File: src/hdl/ophp_pkg.sv
package ophp_pkg;

   // role of one stream byte
   typedef enum logic [1:0] {
      ROLE_HEADER  = 2'd0,
      ROLE_LENGTH  = 2'd1,
      ROLE_PAYLOAD = 2'd2,
      ROLE_CHUNK   = 2'd3
   } byte_role_type;

   // kind of a completed length
   typedef enum logic [1:0] {
      KIND_FINAL   = 2'd0,
      KIND_PARTIAL = 2'd1,
      KIND_STREAM  = 2'd2
   } length_kind_type;

   // framer phase, one-hot
   typedef enum logic [2:0] {
      PH_HEADER  = 3'b001,
      PH_LENGTH  = 3'b010,
      PH_PAYLOAD = 3'b100
   } phase_type;

   // length byte counter code: second byte of the two-byte new-format length
   localparam logic [2:0] NEW_TWO_PENDING = 3'd5;

   // header byte fields
   localparam logic [7:0] HDR_NEW_BIT     = 8'h40;
   localparam logic [7:0] TAG_FIELD       = 8'h3f;
   localparam logic [7:0] CHUNK_EXP_FIELD = 8'h1f;
   localparam logic [7:0] LTYPE_MASK      = 8'h03;
   localparam logic [1:0] LTYPE_ONE       = 2'd0;
   localparam logic [1:0] LTYPE_TWO       = 2'd1;
   localparam logic [1:0] LTYPE_FOUR      = 2'd2;
   localparam logic [1:0] LTYPE_STREAM    = 2'd3;

   // new-format first length byte thresholds
   localparam logic [7:0] LEN_TWO_BASE  = 8'd192;
   localparam logic [7:0] LEN_PART_BASE = 8'd224;
   localparam logic [7:0] LEN_FIVE      = 8'd255;

   // one result item
   typedef struct packed {
      byte_role_type   byte_role;
      logic [5:0]      packet_tag;
      logic            new_format;
      logic            tag_handled;
      logic            length_done;
      logic [31:0]     body_length;
      length_kind_type length_kind;
      logic            packet_end;
   } rsp_item_type;

   // tags that have a body decoder
   function automatic logic tag_has_decoder(input logic [5:0] tag);
      logic hit;
      hit = (tag <= 6'd14) || ((tag >= 6'd17) && (tag <= 6'd19)) || (tag >= 6'd60);
      return hit;
   endfunction

endpackage

File: src/hdl/ophp_framer.sv
module ophp_framer (
   input  logic                  clock,
   input  logic                  reset,
   input  logic                  step,
   input  logic [7:0]            data_byte,
   output ophp_pkg::rsp_item_type result
);

   ophp_pkg::phase_type phase_ff, phase_in;
   logic [5:0]  tag_ff, tag_in;
   logic        fmt_new_ff, fmt_new_in;
   logic [31:0] acc_ff, acc_in;
   logic [2:0]  left_ff, left_in;
   logic [31:0] payload_ff, payload_in;
   logic        partial_ff, partial_in;
   logic        stream_ff, stream_in;
   logic        is_chunk_ff, is_chunk_in;

   // completion request from the length decode
   logic        comp_en;
   logic [31:0] comp_len;
   logic        comp_partial;
   logic [31:0] shifted;
   logic [2:0]  left_dec;

   ophp_pkg::byte_role_type   role;
   ophp_pkg::length_kind_type kind;
   logic        done;
   logic [31:0] blen;
   logic        pend;

   assign shifted  = {acc_ff[23:0], data_byte};
   assign left_dec = left_ff - 3'd1;

   // next state and result for the byte in the input register
   always_comb begin
      phase_in    = phase_ff;
      tag_in      = tag_ff;
      fmt_new_in  = fmt_new_ff;
      acc_in      = acc_ff;
      left_in     = left_ff;
      payload_in  = payload_ff;
      partial_in  = partial_ff;
      stream_in   = stream_ff;
      is_chunk_in = is_chunk_ff;
      role        = ophp_pkg::ROLE_PAYLOAD;
      kind        = ophp_pkg::KIND_FINAL;
      done        = 1'b0;
      blen        = 32'd0;
      pend        = 1'b0;
      comp_en     = 1'b0;
      comp_len    = 32'd0;
      comp_partial = 1'b0;

      if (stream_ff) begin
         role = ophp_pkg::ROLE_PAYLOAD;
      end else begin
         unique case (phase_ff)
            ophp_pkg::PH_HEADER: begin
               role        = ophp_pkg::ROLE_HEADER;
               partial_in  = 1'b0;
               is_chunk_in = 1'b0;
               acc_in      = 32'd0;
               left_in     = 3'd0;
               payload_in  = 32'd0;
               if ((data_byte & ophp_pkg::HDR_NEW_BIT) != 8'd0) begin
                  fmt_new_in = 1'b1;
                  tag_in     = data_byte[5:0];
                  phase_in   = ophp_pkg::PH_LENGTH;
               end else begin
                  fmt_new_in = 1'b0;
                  tag_in     = {2'b00, data_byte[5:2]};
                  unique case (data_byte[1:0])
                     ophp_pkg::LTYPE_STREAM: begin
                        stream_in = 1'b1;
                        phase_in  = ophp_pkg::PH_PAYLOAD;
                        done      = 1'b1;
                        kind      = ophp_pkg::KIND_STREAM;
                     end
                     ophp_pkg::LTYPE_ONE: begin
                        left_in  = 3'd1;
                        phase_in = ophp_pkg::PH_LENGTH;
                     end
                     ophp_pkg::LTYPE_TWO: begin
                        left_in  = 3'd2;
                        phase_in = ophp_pkg::PH_LENGTH;
                     end
                     ophp_pkg::LTYPE_FOUR: begin
                        left_in  = 3'd4;
                        phase_in = ophp_pkg::PH_LENGTH;
                     end
                     default: begin
                        left_in  = 3'd4;
                        phase_in = ophp_pkg::PH_LENGTH;
                     end
                  endcase
               end
            end
            ophp_pkg::PH_LENGTH: begin
               role = is_chunk_ff ? ophp_pkg::ROLE_CHUNK : ophp_pkg::ROLE_LENGTH;
               if (!fmt_new_ff || ((left_ff != 3'd0) && (left_ff != ophp_pkg::NEW_TWO_PENDING)))
               begin
                  // counted big-endian length field
                  acc_in  = shifted;
                  left_in = left_dec;
                  if (left_dec == 3'd0) begin
                     comp_en  = 1'b1;
                     comp_len = shifted;
                  end
               end else if (left_ff == ophp_pkg::NEW_TWO_PENDING) begin
                  comp_en  = 1'b1;
                  comp_len = shifted + {24'd0, ophp_pkg::LEN_TWO_BASE};
               end else if (data_byte < ophp_pkg::LEN_TWO_BASE) begin
                  comp_en  = 1'b1;
                  comp_len = {24'd0, data_byte};
               end else if (data_byte < ophp_pkg::LEN_PART_BASE) begin
                  acc_in  = {24'd0, data_byte - ophp_pkg::LEN_TWO_BASE};
                  left_in = ophp_pkg::NEW_TWO_PENDING;
               end else if (data_byte == ophp_pkg::LEN_FIVE) begin
                  acc_in  = 32'd0;
                  left_in = 3'd4;
               end else begin
                  comp_en      = 1'b1;
                  comp_partial = 1'b1;
                  comp_len     = 32'd1 << data_byte[4:0];
               end
            end
            ophp_pkg::PH_PAYLOAD: begin
               role       = ophp_pkg::ROLE_PAYLOAD;
               payload_in = payload_ff - 32'd1;
               if (payload_ff == 32'd1) begin
                  if (partial_ff) begin
                     phase_in    = ophp_pkg::PH_LENGTH;
                     is_chunk_in = 1'b1;
                     left_in     = 3'd0;
                     acc_in      = 32'd0;
                  end else begin
                     pend        = 1'b1;
                     phase_in    = ophp_pkg::PH_HEADER;
                     is_chunk_in = 1'b0;
                  end
               end
            end
            default: begin
               role = ophp_pkg::ROLE_PAYLOAD;
            end
         endcase
      end

      // a length field is complete
      if (comp_en) begin
         done       = 1'b1;
         blen       = comp_len;
         kind       = comp_partial ? ophp_pkg::KIND_PARTIAL : ophp_pkg::KIND_FINAL;
         partial_in = comp_partial;
         acc_in     = 32'd0;
         left_in    = 3'd0;
         if (comp_len == 32'd0) begin
            pend        = 1'b1;
            phase_in    = ophp_pkg::PH_HEADER;
            is_chunk_in = 1'b0;
         end else begin
            payload_in = comp_len;
            phase_in   = ophp_pkg::PH_PAYLOAD;
         end
      end
   end

   // result fields follow the updated packet state
   always_comb begin
      result.byte_role   = role;
      result.packet_tag  = tag_in;
      result.new_format  = fmt_new_in;
      result.tag_handled = ophp_pkg::tag_has_decoder(tag_in);
      result.length_done = done;
      result.body_length = blen;
      result.length_kind = kind;
      result.packet_end  = pend;
   end

   // framing state
   always_ff @(posedge clock) begin
      if (reset) begin
         phase_ff    <= ophp_pkg::PH_HEADER;
         tag_ff      <= 6'd0;
         fmt_new_ff  <= 1'b0;
         acc_ff      <= 32'd0;
         left_ff     <= 3'd0;
         payload_ff  <= 32'd0;
         partial_ff  <= 1'b0;
         stream_ff   <= 1'b0;
         is_chunk_ff <= 1'b0;
      end else if (step) begin
         phase_ff    <= phase_in;
         tag_ff      <= tag_in;
         fmt_new_ff  <= fmt_new_in;
         acc_ff      <= acc_in;
         left_ff     <= left_in;
         payload_ff  <= payload_in;
         partial_ff  <= partial_in;
         stream_ff   <= stream_in;
         is_chunk_ff <= is_chunk_in;
      end
   end

endmodule

File: src/hdl/ophp_out_stage.sv
module ophp_out_stage (
   input  logic                   clock,
   input  logic                   reset,
   input  logic                   load,
   input  ophp_pkg::rsp_item_type item,
   output logic                   room,
   output logic                   rsp_tvalid,
   input  logic                   rsp_tready,
   output ophp_pkg::rsp_item_type rsp_item
);

   logic                   valid_ff;
   ophp_pkg::rsp_item_type item_ff;

   // register can take a result when empty or being drained
   assign room       = !valid_ff || rsp_tready;
   assign rsp_tvalid = valid_ff;
   assign rsp_item   = item_ff;

   always_ff @(posedge clock) begin
      if (reset) begin
         valid_ff <= 1'b0;
      end else if (load) begin
         valid_ff <= 1'b1;
      end else if (rsp_tready) begin
         valid_ff <= 1'b0;
      end
   end

   // result payload
   always_ff @(posedge clock) begin
      if (load) begin
         item_ff <= item;
      end
   end

endmodule

File: src/hdl/openpgp_packet_header_parser_core.sv
// OpenPGP packet framer: one byte of a binary packet stream per request, one result per byte
// giving its role (header, length, payload, chunk length), the current tag and format, and
// the decoded body or chunk length on the byte that completes it. Throughput is one byte per
// clock while rsp_tready does not hold the result register; a request passes through the
// input register and then the result register, and the framing counters update as the
// result is loaded. After an indeterminate length every further byte is payload until reset.
module openpgp_packet_header_parser_core (
   input  logic        clock,
   input  logic        reset,
   input  logic        req_tvalid,
   output logic        req_tready,
   input  logic [7:0]  req_tdata,   // [7:0] data_byte
   output logic        rsp_tvalid,
   input  logic        rsp_tready,
   // [5:0] packet_tag, [6] new_format, [7] tag_handled, [8] length_done,
   // [40:9] body_length, [42:41] length_kind, [47:43] zero
   output logic [47:0] rsp_tdata,
   output logic [1:0]  rsp_tuser,   // [1:0] byte_role
   output logic        rsp_tlast    // packet_end
);

   logic                   in_valid_ff;
   logic [7:0]             in_byte_ff;
   logic                   room;
   logic                   advance;
   ophp_pkg::rsp_item_type result;
   ophp_pkg::rsp_item_type rsp_item;

   // input register moves on when the result register has room
   assign advance    = in_valid_ff && room;
   assign req_tready = !in_valid_ff || advance;

   always_ff @(posedge clock) begin
      if (reset) begin
         in_valid_ff <= 1'b0;
      end else if (req_tready) begin
         in_valid_ff <= req_tvalid;
      end
   end

   always_ff @(posedge clock) begin
      if (req_tvalid && req_tready) begin
         in_byte_ff <= req_tdata;
      end
   end

   ophp_framer u_framer (
      .clock     (clock),
      .reset     (reset),
      .step      (advance),
      .data_byte (in_byte_ff),
      .result    (result)
   );

   ophp_out_stage u_out_stage (
      .clock      (clock),
      .reset      (reset),
      .load       (advance),
      .item       (result),
      .room       (room),
      .rsp_tvalid (rsp_tvalid),
      .rsp_tready (rsp_tready),
      .rsp_item   (rsp_item)
   );

   // pack the result request
   assign rsp_tdata = {5'd0, rsp_item.length_kind, rsp_item.body_length, rsp_item.length_done,
                       rsp_item.tag_handled, rsp_item.new_format, rsp_item.packet_tag};
   assign rsp_tuser = rsp_item.byte_role;
   assign rsp_tlast = rsp_item.packet_end;

endmodule
File: config.mk
export PLATFORM = sky130hd
export DESIGN_NAME = openpgp_packet_header_parser_core
export DESIGN_NICKNAME = d
export VERILOG_FILES = /design/src/hdl/ophp_pkg.sv /design/src/hdl/ophp_framer.sv /design/src/hdl/ophp_out_stage.sv /design/src/hdl/openpgp_packet_header_parser_core.sv
export SDC_FILE = /design/constraint.sdc
export NUM_CORES = 1
export LEC_CHECK = 0
export BUFFER_PORTS_ARGS = -buffer_cell sky130_fd_sc_hd__buf_2
export CAP_MARGIN = 20
export CORE_AREA = 2 2 170 172
export DETAILED_ROUTE_END_ITERATION = 12
export DIE_AREA = 0 0 172 174
export PLACE_DENSITY = 0.52
export SKIP_LAST_GASP = 1
export SYNTH_ARGS = -nofsm -noshare
export SYNTH_HDL_FRONTEND = slang
export SYNTH_HIERARCHICAL = 1
export SYNTH_SLANG_ARGS = --single-unit
File: constraint.sdc
create_clock -name clock -period 4.4 [get_ports clock]
set_clock_uncertainty 0.2 [all_clocks]
set_input_delay 0 -clock clock [delete_from_list [all_inputs] [get_ports clock]]
set_output_delay 0 -clock clock [all_outputs]
set_load 0.02 [all_outputs]
After elaboration in Yosys (flattened, before gate mapping)
Index checks and enable logic that the tools add are counted.
- memories kept: 0
- bits of input ports: 12
- latch bits: 0
- bits in registers: 128
- bits in read-only memories: 0
- memory bits (writable): 0
- output and inout port bits: 53
- word-level logic and storage cells: 162
- eq/ne operators: 16
- $add $sub $neg: 4
- divide/modulo/power cells: 0
- $mul: 0
- reductions and logical operators: 24
- bitwise logic cells: 0
- shift-type cells: 1
- multiplexer cells: 91
- $lt $le $gt $ge: 6
- operator list (cell ; number):
    2-to-1 mux 32 bit ; 11
    2-to-1 mux 24 bit ; 9
    one-hot mux 24 bit (3 select lines) ; 1
    one-hot mux 32 bit (2 select lines) ; 1
    2-to-1 mux 3 bit ; 15
    2-to-1 mux 1 bit ; 38
    adder 32 x 8 -> 32 bit, second input constant ; 1
    == test 32 x 1 -> 1 bit, second input constant ; 1
    zero test 32 bit ; 1
    left shift 1 x 5 -> 32 bit, first input constant ; 1
    subtractor 32 x 1 -> 32 bit, second input constant ; 1
    2-to-1 mux 6 bit ; 3
    one-hot mux 3 bit (3 select lines) ; 2
    less-than comparator 8 bit, second input constant ; 2
    2-to-1 mux 2 bit ; 7
    one-hot mux 3 bit (2 select lines) ; 2
    == test 8 bit, second input constant ; 1
    != test 4 x 2 -> 1 bit, second input constant ; 2
    AND reduction 8 bit ; 1
    subtractor 8 bit, second input constant ; 1
    == test 3 bit, second input constant ; 2
    >= comparator 6 x 5 -> 1 bit, second input constant ; 1
    >= comparator 6 bit, second input constant ; 1
    less-or-equal comparator 6 x 4 -> 1 bit, second input constant ; 1
    23 further kinds ; 36

Depth between registers and ports, before layout
Gate-level depths: netlist of the first run.
- depth after elaboration: 11
- mapped depth: 15
- mapped depth without buffers: 10

Modules after synthesis
Netlist of the first run, hierarchy kept.
- modules (own cells, without submodules) (module ; cells an instance ; instances ; area each (sq um)):
    ophp_framer ; 905 ; 1 ; 6314.8
    ophp_out_stage ; 50 ; 1 ; 1427.6
    openpgp_packet_header_parser_core ; 20 ; 1 ; 344.1

Worst setup path before layout of the first run
Ideal clock, no wire load.
- kind: flip-flop to flip-flop
- start point: register in_byte_ff[6]
- end point: register u_out_stage.item_ff, in the netlist u_out_stage/rsp_item[0], data pin
- stages on the path, launching flop included: 16
- period minus slack after synthesis: 4.032 ns
- buffers on the path: 5
- library setup time: 0.126 ns
- slack: 0.368 ns
- arrival: 3.706 ns
- path through: edfxtp_1 -> clkbuf_1 -> clkbuf_1 -> inv_1 -> ha_1 -> nand4b_2 -> or4_1 -> o311ai_1 -> o22ai_1 -> nor4_1 -> and4_1 -> buf_4 -> buf_6 -> nand4_1 -> o31ai_1 -> buf_4
- word-level cells in the longest chain between the ends: 11
- ends and longest elaborated chain (item ; line ; text):
    start, declared ; openpgp_packet_header_parser_core.sv:23 ; logic [7:0] in_byte_ff;
    start signal, assigned ; openpgp_packet_header_parser_core.sv:43 ; in_byte_ff <= req_tdata;
    parallel branches: the longest is 10 deep, another holds adder 32 x 8 -> 32 bit ; n/a ;
    2-to-1 mux 1 bit * ; ophp_framer.sv:151 ; if (comp_en) begin
    via u_framer.pend ; ophp_framer.sv:30 ; logic pend;
    end signal, assigned ; ophp_out_stage.sv:33 ; item_ff <= item;
    end, declared ; ophp_out_stage.sv:13 ; ophp_pkg::rsp_item_type item_ff;
Mark *: on every way through the listed nets, which the timed path passes.
A chain may end at the register's enable or synchronous reset.

Worst setup path in the final report of the first run
- start point: register u_framer.left_ff[1]
- end point: register u_framer.payload_ff[12]
- word-level cells in the longest chain between the ends: 9
- ends and longest elaborated chain (item ; line ; text):
    start, declared ; ophp_framer.sv:13 ; logic [2:0] left_ff, left_in;
    start signal, assigned ; ophp_framer.sv:198 ; left_ff <= left_in;
    subtractor 3 x 1 -> 3 bit, or another cell as far along ; ophp_framer.sv:33 ; assign left_dec = left_ff - 3'd1;
    zero test 3 bit or logical AND 1 bit (tied branches) ; ophp_framer.sv:106, ophp_framer.sv:101 ;
    2-to-1 mux 32 bit or logical OR 1 bit (tied branches) ; ophp_framer.sv:106, ophp_framer.sv:101 ;
    2-to-1 mux 32 bit ; ophp_framer.sv:101 ; if (!fmt_new_ff || ((left_ff != 3'd0) && (left_ff != ophp_pkg::NEW_TWO_PENDING)))
    2-to-1 mux 32 bit ; ophp_framer.sv:58 ; unique case (phase_ff)
    2-to-1 mux 32 bit ; ophp_framer.sv:55 ; if (stream_ff) begin
    zero test 32 bit ; ophp_framer.sv:158 ; if (comp_len == 32'd0) begin
    2-to-1 mux 32 bit ; ophp_framer.sv:158 ;
    2-to-1 mux 32 bit * ; ophp_framer.sv:151 ;
    end signal, assigned ; ophp_framer.sv:199 ; payload_ff <= payload_in;
    end, declared ; ophp_framer.sv:14 ; logic [31:0] payload_ff, payload_in;
Every way passes the cells marked *; elsewhere a longest branch is shown, timed or not.

==> flow_summary.ini, run 1 <==
[routing]
via_count = 8231
routed_wirelength_um = 29820
wire_per_inst_um = 20.99
drt_first_pass_iters = 5
drtAntennaViolNets = 0
drtIter0Drc = 762
drc = 0
via_per_inst = 5.792

[floorplan]
die_area_um2 = 29930
fp.dieH_um = 174
die_width_um = 172
start_util = 0.2864
std_cell_rows = 62
io_pins = 65
core_um2 = 28240

[power_and_ir_drop]
peakVddDrop_v = 0.0002438
leakage_nw = 3.303
p_total_mw = 3.141
power.density_nw_per_um2 = 331.4

[worst_setup_path]
crit_fanout = 14
arrival_ns = 4.20
startpoint = u_framer/left_ff[1]
worstReg2RegStart = u_framer/left_ff[1]
r2r_setup_slack_ns = 0.34
path_class = reg -> reg
endpoint_kind = flop
cp.required_ns = 4.54
critPathLaunchType = flop

[global_route]
grt_pass1_wl_um = 45970
grt_remaining_overflow = 0
grt_max_degree = 77
grt_pass1_vias = 7637
grt_antenna_before_repair = 0
grt_use_total = 0.2006

[timing]
fin_tns_setup_ns = 0
drv_slew = 0
rsz0062_at_grt = false
layout_setup_ws_ns = 0.3395
period_needed_ns = 4.061
worst_pin_slew_ns = 1.111
finalCritPeriodShare = 0.9228
slew_headroom = 0.2594
finalSetupViolations = 0
clock.fmax_ghz = 0.2463
whs_ns = 0.08354
hold_violations = 0

[cts]
cts_resized = 0
cts_made_buffers = 17
clock_path_buffers = 2
cts_tree = done
clk_pin_slew_ns = 0.06
cts_root_buf = clkbuf_16
cts.sinks = 128
h-tree-depth = 4
insertion_delay_ns = 0.42

[synth]
synth_largest_area_cell = edfxtp_1
yosysUniqueCellTypes = 83
netlist_instances = 975
async_flop_share = 0
postSynthAreaPerCell_um2 = 8.294
synth.top_cell.area_share = 0.2005
yosys-top-cells-count = nand2_1 (94), nor2_1 (91), dfxtp_1 (74)
synth_ff_type = dfxtp_1
synth.most_common_cell = nand2_1
ys_warn_count = 6
synth-edff-count = 54
synth.area.top_cells = edfxtp_1 (20%), dfxtp_1 (18%), nand2_1 (4.4%)
postSynthRegisterBits = 128
ys_seq_area_frac = 0.3837
synth.cell_area_um2 = 8087

[finish]
multi_input_comb_area_um2 = 4457
n_fill_cell = 3019
area_growth_pct = 17.22
fin_cells = 1421
fin_area_um2 = 9479
antenna_cells = 0
drive_gt1_frac = 0.1620
fin_nets = 1043
final_util = 0.3357
seq_area_um2 = 3103

[status]
outcome = complete, no violations

[worst_hold_path]
hold_path.class = in -> reg
hold_start = req_tdata[2]

[flow_run]
maxCapViolations = 0

[place]
dp.cells = 1375
post-dp-hpwl_um = 21350
preCtsSetupSlack_ns = 0.1976
portBuffers = 59
gp_congestion = 0.9774
dpl_cell_area_um2 = 8793
kinds of logic after synthesis:
kind of cell             synth area share
AO/OA/AOI/OAI                      0.2372
XOR/XNOR                         0.008665
adder cells (fa/ha/maj)           0.01083
buffers and inverters             0.06823
flip-flops                         0.3837
multiplexers                      0.02305
other                           0.0004637
AND/OR/NAND/NOR                    0.2678
critical path, stage by stage, from the launching register on:
cell      delay, ns
dfxtp_1        0.29
inv_1          0.11
ha_1           0.50
nand2_1        0.53
nand4_1        0.29
a311oi_2       0.23
nor4_2         0.33
nand4_1        0.19
or4_4          0.57
or4_1          0.55
a31oi_1        0.17
path summary, 6_finish.rpt:
kind,to,depth (start not counted)
worst max-delay path,u_framer/payload_ff[12],10
worst min register to register,u_framer/tag_ff[1],2
worst min-delay path,in_byte_ff[2],2
worst max register to register,u_framer/payload_ff[12],10
registers in the layout, summed over array words and instances, names as in the netlist:
register / flops
u_framer/is_chunk_ff: 1
u_out_stage/rsp_tvalid: 1
u_framer/partial_ff: 1
in_valid_ff: 1
u_framer/payload_ff: 32
u_framer/left_ff: 3
u_framer/stream_ff: 1
u_framer/acc_ff: 24
u_framer/fmt_new_ff: 1
u_out_stage/rsp_item: 46
in_byte_ff: 8
u_framer/tag_ff: 6
u_framer/phase_ff: 3
where the power goes:
group | internal, mW | switching (mW)
Combinational | 0.145 | 0.311
Clock | 0.769 | 0.564
Sequential | 1.29 | 0.0607
cell usage in the layout, fill, tap and decap left out, types with 16 or more instances in the layout:
master,count
nor4_1,23
dfxtp_1,74
clkbuf_16,18
inv_1,28
nand4_1,29
o31ai_1,16
nand2_1,94
nand3_1,46
o21ai_0,49
edfxtp_1,54
a41oi_1,22
buf_2,59
a211oi_1,26
mux2i_1,16
nor3_1,30
nor2_1,91
buf_4,49
a21oi_1,66
routing by layer:
layer	routed length, um	global-route usage	vias to the layer above
li1	-	-	3786
met3	2120	0.03233	49
met1	13650	0.2903	4014
met5	0	0	-
met2	13320	0.3007	382
met4	726	0.07038	0
what timing repair did:
action                     in CTS  in global routing
setup endpoints to repair       0                 21
hold buffers                   12                  0
buffers inserted                0                  2
hold endpoints to repair       42                  0
cell type report:
cell class              count  area share
flip-flops and latches    128      0.3273
clock inverters            12    0.008712
inverters                  28     0.01109
clock buffers              20     0.04937
well taps                 384     0.05069
repair buffers            120     0.08263
multi-input cells         729      0.4702
Note: power is estimated with default switching activity, not from simulation.
==> inputs of run 2 (changes only) <==
--- a/config.mk
+++ b/config.mk
@@ -7,10 +7,12 @@
 export LEC_CHECK = 0
 export BUFFER_PORTS_ARGS = -buffer_cell sky130_fd_sc_hd__buf_2
 export CAP_MARGIN = 20
+export CELL_PAD_IN_SITES_DETAIL_PLACEMENT = 1
+export CELL_PAD_IN_SITES_GLOBAL_PLACEMENT = 1
 export CORE_AREA = 2 2 170 172
 export DETAILED_ROUTE_END_ITERATION = 12
 export DIE_AREA = 0 0 172 174
-export PLACE_DENSITY = 0.52
+export PLACE_DENSITY = 0.63
 export SKIP_LAST_GASP = 1
 export SYNTH_ARGS = -nofsm -noshare
 export SYNTH_HDL_FRONTEND = slang
==> flow_summary.ini, run 2 (synthesized netlist as in run 1, its figures left out) <==
[worst_setup_path]
crit_fanout = 19
path_class = reg -> reg
endpoint_kind = flop
cp_cell_sequence = nand3b_1, nor4_1, a21oi_1, a2bb2oi_1, nand4_1, or4_4, or4_1, a31oi_1
cpPeakStageDelay_ns = 0.73
arrival_ns = 4.27
slowest_stage = dfxtp_1
critPathLaunchType = flop
critical-path-top-delay-family = simple AND/OR/NAND/NOR gates
critical_path_buf_inv_count = 0
cp.required_ns = 4.55

[timing]
slew_headroom = 0.2891
finalCritPeriodShare = 0.9353
finalSetupViolations = 0
drv_slew = 0
worst_pin_slew_ns = 1.062
rsz0062_at_grt = false
fin_tns_setup_ns = 0
period_needed_ns = 4.115
whs_ns = 0.07565
layout_setup_ws_ns = 0.2849
clock.fmax_ghz = 0.2430
hold_violations = 0

[routing]
drt_first_pass_iters = 5
via_per_inst = 5.778
wire_per_inst_um = 22.25
drc = 0
via_count = 8158
drtIter0Drc = 653
drtAntennaViolNets = 0
routed_wirelength_um = 31420

[power_and_ir_drop]
p_int_mw = 2.188
clkPwrFrac = 0.424
switchingPower_mw = 0.9774
leakage_nw = 3.267
combPwrFrac = 0.150
p_sw_frac = 0.3087
power.density_nw_per_um2 = 335.8
seqPwrFrac = 0.425
peakVddDrop_v = 0.0001829

[cts]
cts_root_buf = clkbuf_16
cts_tree = done
h-tree-depth = 4
cts_made_buffers = 17
cts.sinks = 128
post_cts_buffers = 0
clock_path_buffers = 2
cts_resized = 0
insertion_delay_ns = 0.43
clk_pin_slew_ns = 0.06

[finish]
final_common_cell = nand2_1
area_growth_pct = 16.59
drive_gt1_frac = 0.1537
fin_nets = 1034
antenna_cells = 0
final_cell_mix = nand2_1 (94), nor2_1 (91), dfxtp_1 (74), a21oi_1 (66), buf_2 (59)
fin_area_um2 = 9428
largest_register_ffs = 46

[place]
post-dp-hpwl_um = 22500
gp_congestion = 0.8954
portBuffers = 59
preCtsSetupSlack_ns = 0.3798
dpl_cell_area_um2 = 8746

[global_route]
grt_pass1_wl_um = 49140
grt_use_total = 0.2134
grt_antenna_before_repair = 0
grt_max_degree = 76
grt_remaining_overflow = 0
grt_pass1_vias = 8040

[status]
outcome = complete, no violations

[floorplan]
die_width_um = 172
io_pins = 65
start_util = 0.2864
std_cell_rows = 62
fp.dieH_um = 174
die_area_um2 = 29930
core_um2 = 28240

[worst_hold_path]
hold_path.class = in -> reg

[flow_run]
maxCapViolations = 0
run 2: cell count changes in the layout (fill, tap and decap cells not counted):
cell / before / now
clkinv_4: 1 / 2
inv_4: 1 / 0
inv_6: 2 / 5
inv_8: 0 / 1
clkbuf_16: 18 / 17
clkinvlp_4: 4 / 3
clkinv_1: 0 / 1
buf_12: 0 / 1
clkinv_2: 4 / 1
buf_4: 49 / 38
buf_8: 0 / 1
run 2: what timing repair did:
action | 4_1_cts | 5_1_grt
endpoints found under the setup margin | 0 | 0
hold endpoints to repair | 30 | 0
hold buffers | 12 | 0
run 2: stage by stage:
step,utilization,total power [mW],instances
floorplan,-,1.682,979
global placement,0.3097,1.820,1367
detailed placement,0.3097,1.826,1367
CTS,0.3333,3.184,1411
global route,0.3339,3.294,1412
finish,0.3339,3.166,1412
run 2: worst register-to-register path, stage by stage, from the launching register on:
cell and delay, ns:
dfxtp_1 0.73, nand3b_1 0.65, nor4_1 0.13, a21oi_1 0.15, a2bb2oi_1 0.60, nand4_1 0.31, or4_4 0.58, or4_1 0.53
a31oi_1 0.16
run 2: path summary, 6_finish.rpt:
kind / end / slack [ns] / depth (start not counted) / startpoint
min: in_byte_ff[4] / 0.08 / 2 / req_tdata[4]
max: u_framer/payload_ff[12] / 0.28 / 8 / u_framer/left_ff[2]
min reg2reg: u_framer/tag_ff[4] / 0.30 / 2 / u_framer/tag_ff[4]
max reg2reg: u_framer/payload_ff[12] / 0.28 / 8 / u_framer/left_ff[2]
run 2: layout make-up:
| class | count | area [um^2] |
|---|---|---|
| Multi-Input combinational cell | 729 | 4457 |
| Fill cell | 3378 | 18810 |
| Clock buffer | 19 | 442.9 |
| Clock inverter | 13 | 103.9 |
| Inverter | 28 | 105.1 |
| Sequential cell | 128 | 3103 |
| Tap cell | 384 | 480.5 |
| Timing Repair Buffer | 111 | 735.7 |
run 2: power groups by stage:
stage / Clock (mW) / Combinational, mW / Sequential [mW]
2_1_floorplan: 0 / 0.314 / 1.37
3_3_place_gp: 0 / 0.450 / 1.37
3_5_place_dp: 0 / 0.455 / 1.37
4_1_cts: 1.37 / 0.466 / 1.35
5_1_grt: 1.42 / 0.520 / 1.35
6_report: 1.34 / 0.476 / 1.35
run 2: metal layers:
layer  GRT usage  share of wire
met2      0.3452           0.47
met5           0              0
met1      0.2912           0.46
met3     0.03552          0.053
met4     0.06338          0.022
==> inputs of run 3 (changes only) <==
--- a/config.mk
+++ b/config.mk
@@ -12,6 +12,7 @@
 export CORE_AREA = 2 2 170 172
 export DETAILED_ROUTE_END_ITERATION = 12
 export DIE_AREA = 0 0 172 174
+export MAX_ROUTING_LAYER = met4
 export PLACE_DENSITY = 0.63
 export SKIP_LAST_GASP = 1
 export SYNTH_ARGS = -nofsm -noshare
==> constraint.sdc (replaced) <==
create_clock -name clock -period 5 [get_ports clock]
set_clock_uncertainty 0.2 [all_clocks]
set_input_delay 0 -clock clock [delete_from_list [all_inputs] [get_ports clock]]
set_output_delay 0 -clock clock [all_outputs]
set_load 0.02 [all_outputs]
==> flow_summary.ini, run 3 (synthesized netlist as in run 1, its figures left out) <==
[status]
outcome = complete, no violations

[cts]
cts_made_buffers = 17
cts_root_buf = clkbuf_16
clock_path_buffers = 2
cts.sinks = 128
insertion_delay_ns = 0.44
cts_tree = done
clk_pin_slew_ns = 0.07
h-tree-depth = 4
post_cts_buffers = 0

[floorplan]
io_pins = 65
die_width_um = 172
core_um2 = 28240
die_area_um2 = 29930
std_cell_rows = 62
fp.dieH_um = 174
start_util = 0.2864

[global_route]
grt_remaining_overflow = 0
grt_pass1_vias = 7976
grt_use_total = 0.2117
grt_pass1_wl_um = 47460
grt_antenna_before_repair = 0
grt_max_degree = 74

[finish]
final_common_cell = nand2_1
antenna_cells = 0
largest_register_ffs = 46
drive_gt1_frac = 0.1362
area_growth_pct = 14.62
final_cell_mix = nand2_1 (94), nor2_1 (91), dfxtp_1 (74), a21oi_1 (66), buf_2 (59)
fin_nets = 1012
fin_cells = 1390

[worst_setup_path]
path_class = reg -> reg
critPathLaunchType = flop
cp.required_ns = 5.15
crit_fanout = 16
endpoint_kind = flop
arrival_ns = 4.50

[routing]
via_count = 8021
drc = 0
drt_first_pass_iters = 5
routed_wirelength_um = 30160
wire_per_inst_um = 21.70
via_per_inst = 5.771
drtIter0Drc = 627
drtAntennaViolNets = 0

[timing]
clock.fmax_ghz = 0.2299
hold_violations = 0
drv_slew = 0
rsz0062_at_grt = false
period_needed_ns = 4.350
finalCritPeriodShare = 0.8699
whs_ns = 0.07050
finalSetupViolations = 0
slew_headroom = 0.2894
worst_pin_slew_ns = 1.066
fin_tns_setup_ns = 0

[place]
gp_congestion = 0.9389
post-dp-hpwl_um = 21440
dp.cells = 1346
portBuffers = 59

[power_and_ir_drop]
power.density_nw_per_um2 = 305.3
peakVddDrop_v = 0.0002045
leakage_nw = 3.161
p_total_mw = 2.830

[flow_run]
maxCapViolations = 0

[worst_hold_path]
hold_path.class = in -> reg
[run 3: worst paths after layout]
kind / slack [ns] / cells past startpoint / from / endpoint
setup / recovery: 0.65 / 10 / u_framer/left_ff[1] / u_framer/payload_ff[12]
hold / removal: 0.07 / 2 / req_tdata[1] / in_byte_ff[1]
setup reg to reg: 0.65 / 10 / u_framer/left_ff[1] / u_framer/payload_ff[12]
hold reg to reg: 0.29 / 2 / u_framer/acc_ff[22] / u_framer/acc_ff[22]
[run 3: cell type report]
| class | count | area (um^2) |
|---|---|---|
| clock buffer | 17 | 425.4 |
| clock inverter | 15 | 147.6 |
| sequential | 128 | 3103 |
| tap | 384 | 480.5 |
| multi-input combinational | 729 | 4457 |
| inverter | 28 | 105.1 |
| fill | 3369 | 18970 |
| timing repair buffer | 89 | 550.5 |
[run 3: per-layer routing]
layer / vias to the layer above / track usage / share of wire
met5: - / - / 0
met4: 0 / 0.06268 / 0.020
met3: 40 / 0.02664 / 0.053
met2: 233 / 0.3340 / 0.47
met1: 4036 / 0.2836 / 0.45
li1: 3712 / - / -
[run 3: what timing repair did]
item,4_1_cts,5_1_grt
endpoints found under the hold margin,22,0
gates resized for setup,0,0
hold buffers,12,0
[run 3: per-stage QoR]
stage / utilization / instance area, um^2 / setup WS (ns)
6_report: 0.3283 / 9269 / 0.6504
5_1_grt: 0.3283 / 9269 / 0.5368
3_3_place_gp: 0.3037 / 8576 / 0.7511
4_1_cts: 0.3283 / 9269 / 0.7399
2_1_floorplan: - / 8102 / 0.9677
3_5_place_dp: 0.3037 / 8576 / 0.7641
[run 3: power by group]
group          switching, mW  internal (mW)
Sequential            0.0553           1.14
Combinational          0.272          0.123
Clock                  0.546          0.698
[run 3: critical path, stage by stage (launching register included)]
cell	delay [ns]
dfxtp_1	0.30
inv_1	0.11
ha_1	0.42
mux2_4	0.30
and2_1	0.61
a41oi_1	0.41
o21ai_0	0.38
nand4_1	0.24
or4_4	0.58
or4_1	0.54
a31oi_1	0.17
